**config.mk**
```make
export PLATFORM = sky130hd
export DESIGN_NAME = dcit_ctrl
export DESIGN_NICKNAME = d
export VERILOG_FILES = /design/src/rtl/core/dcit_pkg.sv /design/src/rtl/core/dcit_ctrl.sv
export SDC_FILE = /design/constraint.sdc
export NUM_CORES = 1
export LEC_CHECK = 0
export BUFFER_PORTS_ARGS = -buffer_cell sky130_fd_sc_hd__clkbuf_2
export CAP_MARGIN = 40
export CORE_AREA = 2 2 39 41
export DETAILED_ROUTE_END_ITERATION = 10
export DIE_AREA = 0 0 41 43
export MAX_ROUTING_LAYER = met4
export PLACE_DENSITY = 0.36
export SYNTH_ARGS = -nofsm -noshare
export SYNTH_HDL_FRONTEND = slang
export SYNTH_SLANG_ARGS = --single-unit
```
**constraint.sdc**
```tcl
create_clock -name clk -period 2.04 [get_ports clk]
set_clock_uncertainty 0.1 [all_clocks]
set_input_delay 0.102 -clock clk [delete_from_list [all_inputs] [get_ports clk]]
set_output_delay 0.102 -clock clk [all_outputs]
set_load 0.02 [all_outputs]
```
**src/rtl/core/dcit_pkg.sv**
```systemverilog
// Types, phase codes and status codes for the delta-coded id table decoder.
// No dependencies.
package dcit_pkg;

  typedef struct packed {
    logic [7:0] data_byte;
    logic       start_of_file;
    logic       end_of_file;
  } in_item_t;

  typedef struct packed {
    logic [31:0] record_id;
    logic [63:0] record_offset;
    logic        last_record;
    logic [2:0]  status;
  } out_item_t;

  typedef enum logic [3:0] {
    PH_FMT = 4'd0, PH_V0 = 4'd1, PH_V1 = 4'd2, PH_V2 = 4'd3, PH_V3 = 4'd4,
    PH_NAMELEN = 4'd5, PH_NAME = 4'd6, PH_PTR = 4'd7, PH_COUNT = 4'd8,
    PH_TYPE = 4'd9, PH_ID = 4'd10, PH_OFF = 4'd11, PH_DONE = 4'd12
  } phase_t;

  typedef enum logic [1:0] {
    CS_IDLE, CS_DIV, CS_EMIT
  } ctl_state_t;

  localparam logic [2:0] ST_RECORD   = 3'd0;
  localparam logic [2:0] ST_EMPTY    = 3'd1;
  localparam logic [2:0] ST_BAD_FMT  = 3'd2;
  localparam logic [2:0] ST_PTR_ZERO = 3'd3;
  localparam logic [2:0] ST_BAD_ID   = 3'd4;
  localparam logic [2:0] ST_TRUNC    = 3'd5;

  typedef struct packed {
    logic step;
    logic div_start;
    logic finish;
  } dp_cmd_t;

  typedef struct packed {
    logic need_div;
    logic div_done;
  } dp_sts_t;

  function automatic logic [3:0] code_len(input logic [2:0] m);
    case (m)
      3'd0: code_len = 4'd8;
      3'd1: code_len = 4'd0;
      3'd2, 3'd3: code_len = 4'd1;
      3'd7: code_len = 4'd4;
      default: code_len = 4'd2;
    endcase
  endfunction

  function automatic logic [63:0] apply(input logic [2:0] m, input logic [63:0] base,
                                        input logic [63:0] v);
    case (m)
      3'd1: apply = base + 64'd1;
      3'd2, 3'd4: apply = base + v;
      3'd3, 3'd5: apply = base - v;
      default: apply = v;
    endcase
  endfunction

endpackage

```
**src/rtl/core/dcit_ctrl.sv**
```systemverilog
// Controller for the decoder: accepts items, sequences divide and result slots.
// Depends on dcit_pkg.
module dcit_ctrl (
  input  logic              clk,
  input  logic              rst_n,
  input  logic              in_valid,
  output logic              in_stall,
  input  logic              out_busy,
  input  dcit_pkg::dp_sts_t sts,
  output dcit_pkg::dp_cmd_t cmd
);
  dcit_pkg::ctl_state_t state_r, state_nxt;

  always_ff @(posedge clk) begin
    if (!rst_n) state_r <= dcit_pkg::CS_IDLE;
    else state_r <= state_nxt;
  end

  always_comb begin
    state_nxt = state_r;
    cmd = '0;
    in_stall = 1'b1;
    case (state_r)
      dcit_pkg::CS_IDLE: begin
        in_stall = out_busy || sts.need_div;
        if (in_valid && !out_busy) begin
          if (sts.need_div) begin
            cmd.div_start = 1'b1;
            state_nxt = dcit_pkg::CS_DIV;
          end else begin
            cmd.step = 1'b1;
          end
        end
      end
      dcit_pkg::CS_DIV: begin
        if (sts.div_done) state_nxt = dcit_pkg::CS_EMIT;
      end
      dcit_pkg::CS_EMIT: begin
        if (!out_busy) begin
          in_stall = 1'b0;
          cmd.finish = 1'b1;
          state_nxt = dcit_pkg::CS_IDLE;
        end
      end
      default: state_nxt = dcit_pkg::CS_IDLE;
    endcase
  end
endmodule

```
Word level (Yosys, flattened, before mapping)
Index checks and enable logic that the tools add are counted.
{"block": "classes", "n_eq_ne": 6, "muxes": 13, "n_reduce_logical": 5}
{"operator": "2-bit 2-to-1 mux", "count": 6}
{"operator": "2-bit != test (second input constant)", "count": 4}
{"operator": "2-bit case mux with 3 select lines", "count": 1}
{"operator": "1-bit 2-to-1 mux", "count": 5}
{"operator": "4-bit AND reduction", "count": 1}
{"operator": "2-bit by 1-bit == test with 1-bit output (second input constant)", "count": 1}
{"operator": "2-bit == test (second input constant)", "count": 1}
{"operator": "2-bit zero test", "count": 1}
{"operator": "1-bit case mux with 2 select lines", "count": 1}
{"operator": "1-bit logical AND", "count": 1}
{"operator": "1-bit zero test", "count": 1}
{"operator": "1-bit logical OR", "count": 1}
{"block": "word_totals", "reg_bits": 2, "input_bits": 6, "out_inout_bits": 4, "word_cells": 25}

Logic depth before layout (Yosys ltp)
Gate-level depths: netlist (run 1).
{"block": "depth", "ltp_word": 4, "depth_mapped": 2, "ltp_nobuf": 2}

Worst setup path before layout (run 1)
OpenSTA, ideal clock, no wires.
{"block": "synth_path", "path_type": "register to output", "start": "reg state_r[1]", "end": "out in_stall", "t_arrival_ns": 0.827, "t_required_ns": 1.838, "setup_slack_ns": 1.011, "stages_incl_launch_ff": 2, "n_path_buf": 0, "cell_sequence": "dfxtp_1 o21ai_0"}
{"block": "synth_via", "elab_chain_cells": 2, "word_cells_on_any_way": 3, "cone_classes": "eq/ne (1); mux (1); reduce/logical (1)"}
{"element": "from (decl)", "line_no": "dcit_ctrl.sv:12", "text": "dcit_pkg::ctl_state_t state_r, state_nxt;"}
{"element": "from (signal assigned)", "line_no": "dcit_ctrl.sv:15", "text": "if (!rst_n) state_r <= dcit_pkg::CS_IDLE;"}
{"element": "from (signal assigned)", "line_no": "dcit_ctrl.sv:16", "text": "else state_r <= state_nxt;"}
{"element": "2-bit == test or 2-bit zero test (tied branches)", "line_no": "dcit_ctrl.sv:23", "text": "case (state_r)"}
{"element": "1-bit case mux with 2 select lines *", "line_no": "dcit_ctrl.sv:23"}
{"element": "to (decl)", "line_no": "dcit_ctrl.sv:7", "text": "output logic in_stall,"}
Every way passes the cells marked *; elsewhere a longest branch is shown, timed or not.

==> flow_summary.yaml, run 1 <==
flow_run:
  max-cap-violations: 0
global_route:
  gr-total-overflow: 0
  grt_pass1_vias: 147
  grt_pass1_wl_um: 593
  grt_use_total_pct: 5.45
  grt_start_max_net_pins: 8
  antenna_found_initial: 0
clock_tree:
  post_cts_buffers: 0
  clock-sinks: 2
  htree_num_levels: 1
  cts-root-buf: "clkbuf_4"
  clkTransAtPathRegs_ps: 30
  cts_inserted_buffers: 3
  cts_tree: "done"
  holdBufCountCts: 0
  clock_path_buffers: 2
  ctsResizeCount: 0
  clock_latency_ps: 220
place:
  io_buffers: 9
  place.gp.congestion: 0.583
  place_worst_setup_slack_ps: 1010
timing:
  timing.fmax_mhz: 791
  tns_ps: 0
  drv_slew: 0
  min_period_over_period_pct: 62.0
  whs_ps: 26.2
  setup_viol_count_final: 0
  worstMarginPinSlew_ps: 201
  rsz0062_at_grt: "no"
  max_slew_margin_pct: 86.6
  hold_violations: 0
  period_needed_ps: 1260
  finalWorstSetupSlack_ps: 775
logic_synthesis:
  postSynth.asyncResetShare_pct: 0
  ys.flop_type: "dfxtp_1"
  synthDistinctLibCells: 11
  ys.warnings.count: 0
  synth.area.mux_share_pct: 0
  synth_edf_count: 0
  synth_seq_cells: 2
  synth_fa_ha_area_share_pct: 0
  yosysMostFrequentCell: "nor2_1"
  seq_area_frac_synth_pct: 27.8
  syn-instance-count: 16
  synth_top_area_cell: "dfxtp_1"
  synth_compound_area_share_pct: 14.8
  synth_top_family_by_area: "simple AND/OR/NAND/NOR gates"
  synth_nets: 22
  yosys-top-cells-count: "3 x nor2_1, 2 x dfxtp_1, 2 x nand2b_1, 2 x nand3b_1"
  synthSimpleGateAreaFrac_pct: 54.8
  synth-xor-area-share_pct: 0
  synth_area_um2: 144
  synth_top_area_share_pct: 27.8
  syn_avg_cell_area_um2: 8.99
  synthTopCellsByArea: "dfxtp_1 28%, nand4bb_4 19%, nand3b_1 10%"
min_path:
  holdPathEnd: "state_r[0]$_SDFFE_PN0P_"
  min_from: "rst_n"
  hold_class: "in2reg"
  hold_path_depth: 3
drt:
  vias_per_cell: 3.55
  first_pass_iters: 4
  drt-initial-drc-count: 1
  drtAntennaViolNets: 0
  wl_per_cell_um: 8.66
  drc: 0
  vias: 156
  drt-total-wl_um: 381
floorplanning:
  initial_core_util_pct: 10.4
  rows: 14
  dieArea_mm2: 0.00176
  die_h_um: 43
  die_x_um: 41
  io_pins: 10
  core_mm2: 0.00138
cells_and_area:
  syn_to_final_growth_pct: 60.9
  n_antenna_cell: 0
  nFillCells: 155
  top_regs: "state_r (2)"
  largest_reg_flops: 2
  top_register: "state_r"
  fin_nets: 36
  drive_above_1_share_pct: 50.0
pwr:
  swShare_pct: 23.7
  intPower_uw: 117
  p_leak_uw: 0.000105
  combPwrFrac_pct: 15.9
  ir_worst_vdd_uv: 274
  p_seq_share_pct: 27.4
  power.switching_uw: 36.4
  pwr-share-clk_pct: 56.7
  powerDensity_mw_per_mm2: 663
setup_path:
  path_max_fanout: 5
  end_kind: "output pin"
  r2r_cells: 2
  start_kind: "flip-flop"
  path_class: "reg2out"
  reg2reg_to: "state_r[1]$_SDFFE_PN0P_"
  reg2reg_from: "state_r[1]$_SDFFE_PN0P_"
  arrival_ps: 1060
  rrSetupSlack_ps: 1210
  required_ps: 1840
outcome:
  outcome: "finished clean"
-- power by group through the flow --
| stage | clock [uW] | combinational [uW] | sequential [uW] |
|---|---|---|---|
| 6_report | 87.0 | 24.3 | 42.0 |
| 5_1_grt | 92.8 | 26.4 | 42.3 |
| 4_1_cts | 91.1 | 24.4 | 42.0 |
| 3_5_place_dp | 0 | 24.4 | 42.5 |
| 3_3_place_gp | 0 | 23.4 | 42.3 |
| 2_1_floorplan | 0 | 13.2 | 42.1 |
-- metal layers --
metal	wire, um	GRT usage, %	vias to the layer above	part of all wire (%)
li1	-	-	80	-
met3	53	3.14	0	14
met5	0	-	-	0
met4	0	4.00	0	0
met2	126	6.56	12	33
met1	201	6.43	64	53
-- stage by stage --
step / std cells / instance area [um2] / util (%) / power, uW
floorplan: 16 / 144 / - / 55.3
global placement: 41 / 209 / 15.1 / 65.8
detailed placement: 41 / 209 / 15.1 / 66.9
CTS: 44 / 231 / 16.7 / 158
global route: 44 / 231 / 16.7 / 161
finish: 44 / 231 / 16.7 / 153
-- placed cells by master, fill, tap and decap left out, drive strengths merged --
cell and count:
o21ai 1, a21boi 1, and3 1, nand2b 2, nand4bb 1, clkbuf 12
nand3b 2, and2 1, dfxtp 2, inv 1, nor2 3, a21oi 1
-- critical path, cell delays in order (launching register included) --
cell       delay, ps
dfxtp_1          330
nand4bb_4        210
nor2_1           120
clkbuf_2         180
-- cell families after synthesis --
logic type | after synthesis
DFF | 2
and+or+nand+nor | 10
buffers and inverters | 1
AOI/OAI and AO/OA | 3
-- worst max-delay path by stage --
stage | startpoint | end
global placement | state_r[0]$_SDFFE_PN0P_ | cmd[1]
finish | state_r[0]$_SDFFE_PN0P_ | cmd[1]
global route | state_r[0]$_SDFFE_PN0P_ | cmd[1]
detailed placement | state_r[0]$_SDFFE_PN0P_ | cmd[1]
floorplan | state_r[1]$_SDFFE_PN0P_ | in_stall
CTS | state_r[0]$_SDFFE_PN0P_ | cmd[1]
-- layout make-up --
| type | count | area, um2 | area share, % |
|---|---|---|---|
| clock buffer | 3 | 22.5 | 9.73 |
| multi-input combinational | 13 | 100 | 43.2 |
| inverter | 1 | 3.75 | 1.62 |
| timing repair buffer | 9 | 45.0 | 19.5 |
| tap | 16 | 20.0 | 8.65 |
| sequential | 2 | 40.0 | 17.3 |
(Power assumes the default switching activity.)
==> run 2, diff against run 1 <==
clock period = 1.2 ns   (was 2.04 ns; I/O delays follow)
==> run 2 against run 1 <==
Against the previous run:
- clock-buffer cell count did not move
- flip-flop and latch count did not move
- highest routed layer unchanged
- non-clock buffer count rose by 3
- largest cell class unchanged
- via count rose by 9.0%
- routed wire length rose by 3.4%
- cell count rose by 6.8%
- register-to-register slack got worse by 950 ps
- setup slack got worse by 730 ps
- clock power rose by 68%
==> flow_summary.yaml, run 2 (synthesized netlist as in run 1, its figures left out) <==
outcome:
  outcome: "finished clean"
floorplanning:
  rows: 14
  dieArea_mm2: 0.00176
  die_x_um: 41
  io_pins: 10
  die_h_um: 43
  core_mm2: 0.00138
  initial_core_util_pct: 10.4
place:
  place_worst_setup_slack_ps: 209
  placedInstanceArea_um2: 209
  io_buffers: 9
  place.gp.congestion: 0.585
timing:
  worstMarginPinSlew_ps: 144
  max_slew_margin_pct: 90.4
  setup_viol_count_final: 0
  period_needed_ps: 1150
  timing.fmax_mhz: 869
  min_period_over_period_pct: 95.8
  rsz0062_at_grt: "no"
  finalWorstSetupSlack_ps: 49.8
  hold_violations: 0
  drv_slew: 0
min_path:
  min_from: "sts[0]"
  hold_class: "in2reg"
flow_run:
  max-cap-violations: 0
setup_path:
  path_max_fanout: 7
  end_kind: "output pin"
  reg2reg_from: "state_r[0]$_SDFFE_PN0P_"
  start_kind: "flip-flop"
  slowest_delay_ps: 390
  required_ps: 1040
  cpMaxStageDelayCell: "dfxtp_2"
  path_class: "reg2out"
  worstSetupStartpoint: "state_r[1]$_SDFFE_PN0P_"
  arrival_ps: 990
  path_cells: "nor2_1 -> and3_1 -> buf_2"
pwr:
  p_leak_uw: 0.000124
  powerDensity_mw_per_mm2: 969
  ir_worst_vdd_uv: 461
global_route:
  antenna_found_initial: 0
  grt_pass1_vias: 158
  grt_start_max_net_pins: 8
  gr-total-overflow: 0
  grt_use_total_pct: 5.76
  grt_pass1_wl_um: 634
drt:
  drt-initial-drc-count: 3
  drt-total-wl_um: 394
  drtAntennaViolNets: 0
  wl_per_cell_um: 8.38
  vias: 170
  first_pass_iters: 3
  drc: 0
  vias_per_cell: 3.62
cells_and_area:
  n_antenna_cell: 0
  layout_commonest_cell: "clkbuf_2"
  top_register: "state_r"
  top_regs: "state_r (2)"
  fin_area_um2: 279
  largest_reg_flops: 2
  syn_to_final_growth_pct: 93.9
  drive_above_1_share_pct: 64.5
  fin_nets: 39
  nFillCells: 152
  final_cell_mix: "7 x clkbuf_2, 3 x clkbuf_4"
clock_tree:
  clkTransAtPathRegs_ps: 30
  cts_inserted_buffers: 3
  clock-sinks: 2
  htree_num_levels: 1
  clock_path_buffers: 2
  cts_tree: "done"
  cts-root-buf: "clkbuf_4"
  clock_latency_ps: 220
run 2: metrics by stage:
step	setup TNS (ps)	utilization, %	hold WS (ps)	total power [uW]	std cells
after floorplan	0	-	103	94.1	16
after global placement	0	15.1	204	112	41
after detailed placement	0	15.1	209	114	41
after CTS	-11.5	19.7	1.11	278	47
after global routing	0	20.2	27.5	288	47
final	0	20.2	0.150	270	47
run 2: layer usage:
layer  vias to the layer above  global-route usage [%]  wire (um)
met5                         -                       -          0
met4                         0                    4.00          0
met3                         0                    3.14         42
met2                        10                    7.50        148
met1                        73                    6.43        203
li1                         87                       -          -
run 2: worst max-delay path, delay by kind of cell, from the launching register on:
| kind | cells | cell delay [ps] |
|---|---|---|
| buffers and inverters | 1 | 150 |
| DFF | 1 | 390 |
| and+or+nand+nor | 2 | 230 |
run 2: final cells by class:
type	instances	area, um2	area share, %
Multi-Input combinational cell	13	110	39.5
Timing Repair Buffer	12	80.1	28.7
Sequential cell	2	42.5	15.2
Clock buffer	3	22.5	8.07
Tap cell	16	20.0	7.17
Inverter	1	3.75	1.35
run 2: final timing paths:
check / end / cells after the start / slack [ps]
worst max-delay path: cmd[2] / 3 / 50
worst max register to register: state_r[0]$_SDFFE_PN0P_ / 3 / 260
worst min register to register: state_r[1]$_SDFFE_PN0P_ / 2 / 450
worst min-delay path: state_r[1]$_SDFFE_PN0P_ / 3 / 0.1
run 2: where the power goes:
group	internal, uW	leakage, uW	switching (uW)
Sequential	69.4	0.0000172	2.46
Clock	110	0.0000138	35.8
Combinational	28.3	0.0000930	24.4
run 2: repair_timing:
item / CTS / global route
setup buffers: 2 / 0
hold buffers: 1 / 0
endpoints found under the hold margin: 2 / 0
gates resized for setup: 6 / 3
pin swaps: 2 / 2
endpoints found under the setup margin: 2 / 1
==> run 3, diff against run 2 <==
ABC_AREA = 1   (was default)
==> run 3 against run 2 <==
Against the previous run:
- sequential share of layout area rose by 1.3 points
- utilization down 0.54 points
- design area decreased by 2.7%
- via count is 8.2% higher
- global-route usage rose by 0.29 points
- critical path depth is 1 higher
- clock power up 4%
- synthesized area down 2.6%
- first-iteration DRC count is 33% higher
- clock-buffer cell count is the same
==> flow_summary.yaml, run 3 <==
drt:
  drt-total-wl_um: 390
  vias: 184
  drc: 0
  drtAntennaViolNets: 0
  drt-initial-drc-count: 4
  wl_per_cell_um: 7.65
  vias_per_cell: 3.61
  first_pass_iters: 2
cells_and_area:
  final_cell_mix: "7 x inv_1, 6 x clkbuf_2, 3 x clkbuf_4"
  seq_area_um2: 45.0
  multi_input_area_um2: 83.8
  largest_reg_flops: 2
  layout_commonest_cell: "inv_1"
  fin_nets: 43
  drive_above_1_share_pct: 54.3
  n_antenna_cell: 0
  top_regs: "state_r (2)"
  postLayoutCoreUtil_pct: 19.6
  fin_cells: 51
  top_register: "state_r"
  syn_to_final_growth_pct: 93.8
  nFillCells: 162
setup_path:
  path_max_fanout: 5
  path_buf_inv: 2
  rrSetupSlack_ps: 340
  start_kind: "flip-flop"
  end_kind: "output pin"
  crit_family: "flip-flops"
  path_class: "reg2out"
  required_ps: 1040
  r2r_cells: 3
  arrival_ps: 980
  reg2reg_to: "state_r[0]$_SDFFE_PN0P_"
  cpMaxStageDelayCell: "dfxtp_4"
  slowest_delay_ps: 350
  reg2reg_from: "state_r[1]$_SDFFE_PN0P_"
  path_cells: "nor2_4 -> nand3_2 -> inv_1 -> buf_6"
clock_tree:
  htree_num_levels: 1
  cts-root-buf: "clkbuf_4"
  clock-sinks: 2
  cts_inserted_buffers: 3
  clock_path_buffers: 2
  clock_latency_ps: 230
  clkTransAtPathRegs_ps: 30
  cts_tree: "done"
outcome:
  outcome: "finished clean"
floorplanning:
  core_mm2: 0.00138
  dieArea_mm2: 0.00176
  io_pins: 10
  rows: 14
  die_x_um: 41
  die_h_um: 43
  initial_core_util_pct: 10.1
min_path:
  hold_class: "in2reg"
  hold_path_depth: 3
  holdPathEnd: "state_r[0]$_SDFFE_PN0P_"
  min_from: "sts[1]"
place:
  dp_cells: 46
  place_worst_setup_slack_ps: 255
  dpl.hpwl_um: 278
  io_buffers: 9
  place.gp.congestion: 0.527
pwr:
  powerDensity_mw_per_mm2: 1000
  p_leak_uw: 0.000134
  ir_worst_vdd_uv: 562
global_route:
  grt_pass1_vias: 157
  gr-total-overflow: 0
  grt_pass1_wl_um: 593
  antenna_found_initial: 0
  grt_start_max_net_pins: 6
  grt_use_total_pct: 6.05
timing:
  max_slew_margin_pct: 89.3
  hold_violations: 0
  setup_viol_count_final: 0
  drv_slew: 0
  min_period_over_period_pct: 95.2
  timing.fmax_mhz: 876
  period_needed_ps: 1140
  finalWorstSetupSlack_ps: 58.2
  worstMarginPinSlew_ps: 159
  rsz0062_at_grt: "yes"
logic_synthesis:
  syn_avg_cell_area_um2: 6.67
  synthTopCellsByArea: "dfxtp_1 29%, inv_1 19%, nor2_2 8.9%"
  synth_nets: 27
  synthDistinctLibCells: 12
  ys.warnings.count: 0
  yosysMostFrequentCell: "inv_1"
  synth_top_area_share_pct: 28.6
  yosys-top-cells-count: "7 x inv_1, 2 x dfxtp_1, 2 x nand3_1, 2 x nor2_2"
  synth_edf_count: 0
  postSynth.asyncResetShare_pct: 0
  ys.flop_type: "dfxtp_1"
  syn-instance-count: 21
  synth_area_um2: 140
  seq_area_frac_synth_pct: 28.6
  synth_seq_cells: 2
  synth_top_area_cell: "dfxtp_1"
flow_run:
  max-cap-violations: 0
==> run 3: final cells by class <==
type | instances | area share (%)
repair buffers | 11 | 27.2
multi-input cells | 12 | 30.9
clock buffers | 3 | 8.29
inverters | 7 | 9.68
well taps | 16 | 7.37
flip-flops and latches | 2 | 16.6
==> run 3: metal layers <==
layer  wire [um]  vias to the layer above  global-route usage (%)
met5           0                        -                       -
met4          12                        0                    6.00
met3          59                        2                    6.28
met2         135                       10                    5.94
met1         182                       78                    6.05
li1            -                       94                       -
==> run 3: worst max path at each step <==
stage | start | endpoint | slack, ps | cells past startpoint
after floorplan | state_r[1]$_SDFFE_PN0P_ | cmd[0] | 150 | 2
after global placement | state_r[1]$_SDFFE_PN0P_ | cmd[0] | 250 | 3
after detailed placement | state_r[0]$_SDFFE_PN0P_ | cmd[1] | 260 | 4
after CTS | state_r[1]$_SDFFE_PN0P_ | cmd[1] | 10 | 4
after global routing | state_r[0]$_SDFFE_PN0P_ | cmd[2] | -4 | 4
final | state_r[0]$_SDFFE_PN0P_ | cmd[1] | 60 | 4
==> run 3: through the flow <==
step / setup TNS, ps / total power [uW] / hold WS, ps / area, um2
finish: 0 / 272 / 21.8 / 272
global route: -3.99 / 289 / 33.2 / 272
CTS: 0 / 273 / 29.0 / 248
detailed placement: 0 / 112 / 197 / 205
global placement: 0 / 112 / 202 / 205
floorplan: 0 / 94.2 / 99.8 / 140
==> run 3: cells by family after synthesis <==
group / count (synthesis) / share of synthesized area (%)
compound gates: 3 / 15.2
buf+inv: 7 / 18.8
flops: 2 / 28.6
simple gates: 9 / 37.5
==> run 3: timing repair <==
action / 4_1_cts / 5_1_grt
resized for setup: 0 / 11
hold buffers: 2 / 0
buffers inserted: 0 / 0
hold endpoints to repair: 2 / 0
endpoints found under the setup margin: 0 / 4
==> run 3: worst min-delay path: cells and delay by family <==
| kind | cells | cell delay (ps) |
|---|---|---|
| AO/OA/AOI/OAI | 1 | 50 |
| buffers and inverters | 1 | 110 |
| AND/OR/NAND/NOR | 1 | 90 |
==> run 3: power breakdown <==
group          switching [uW]  internal, uW  leakage [uW]
sequential               3.48          67.9     0.0000175
clock                    41.8           111     0.0000138
combinational            24.6          23.7      0.000103
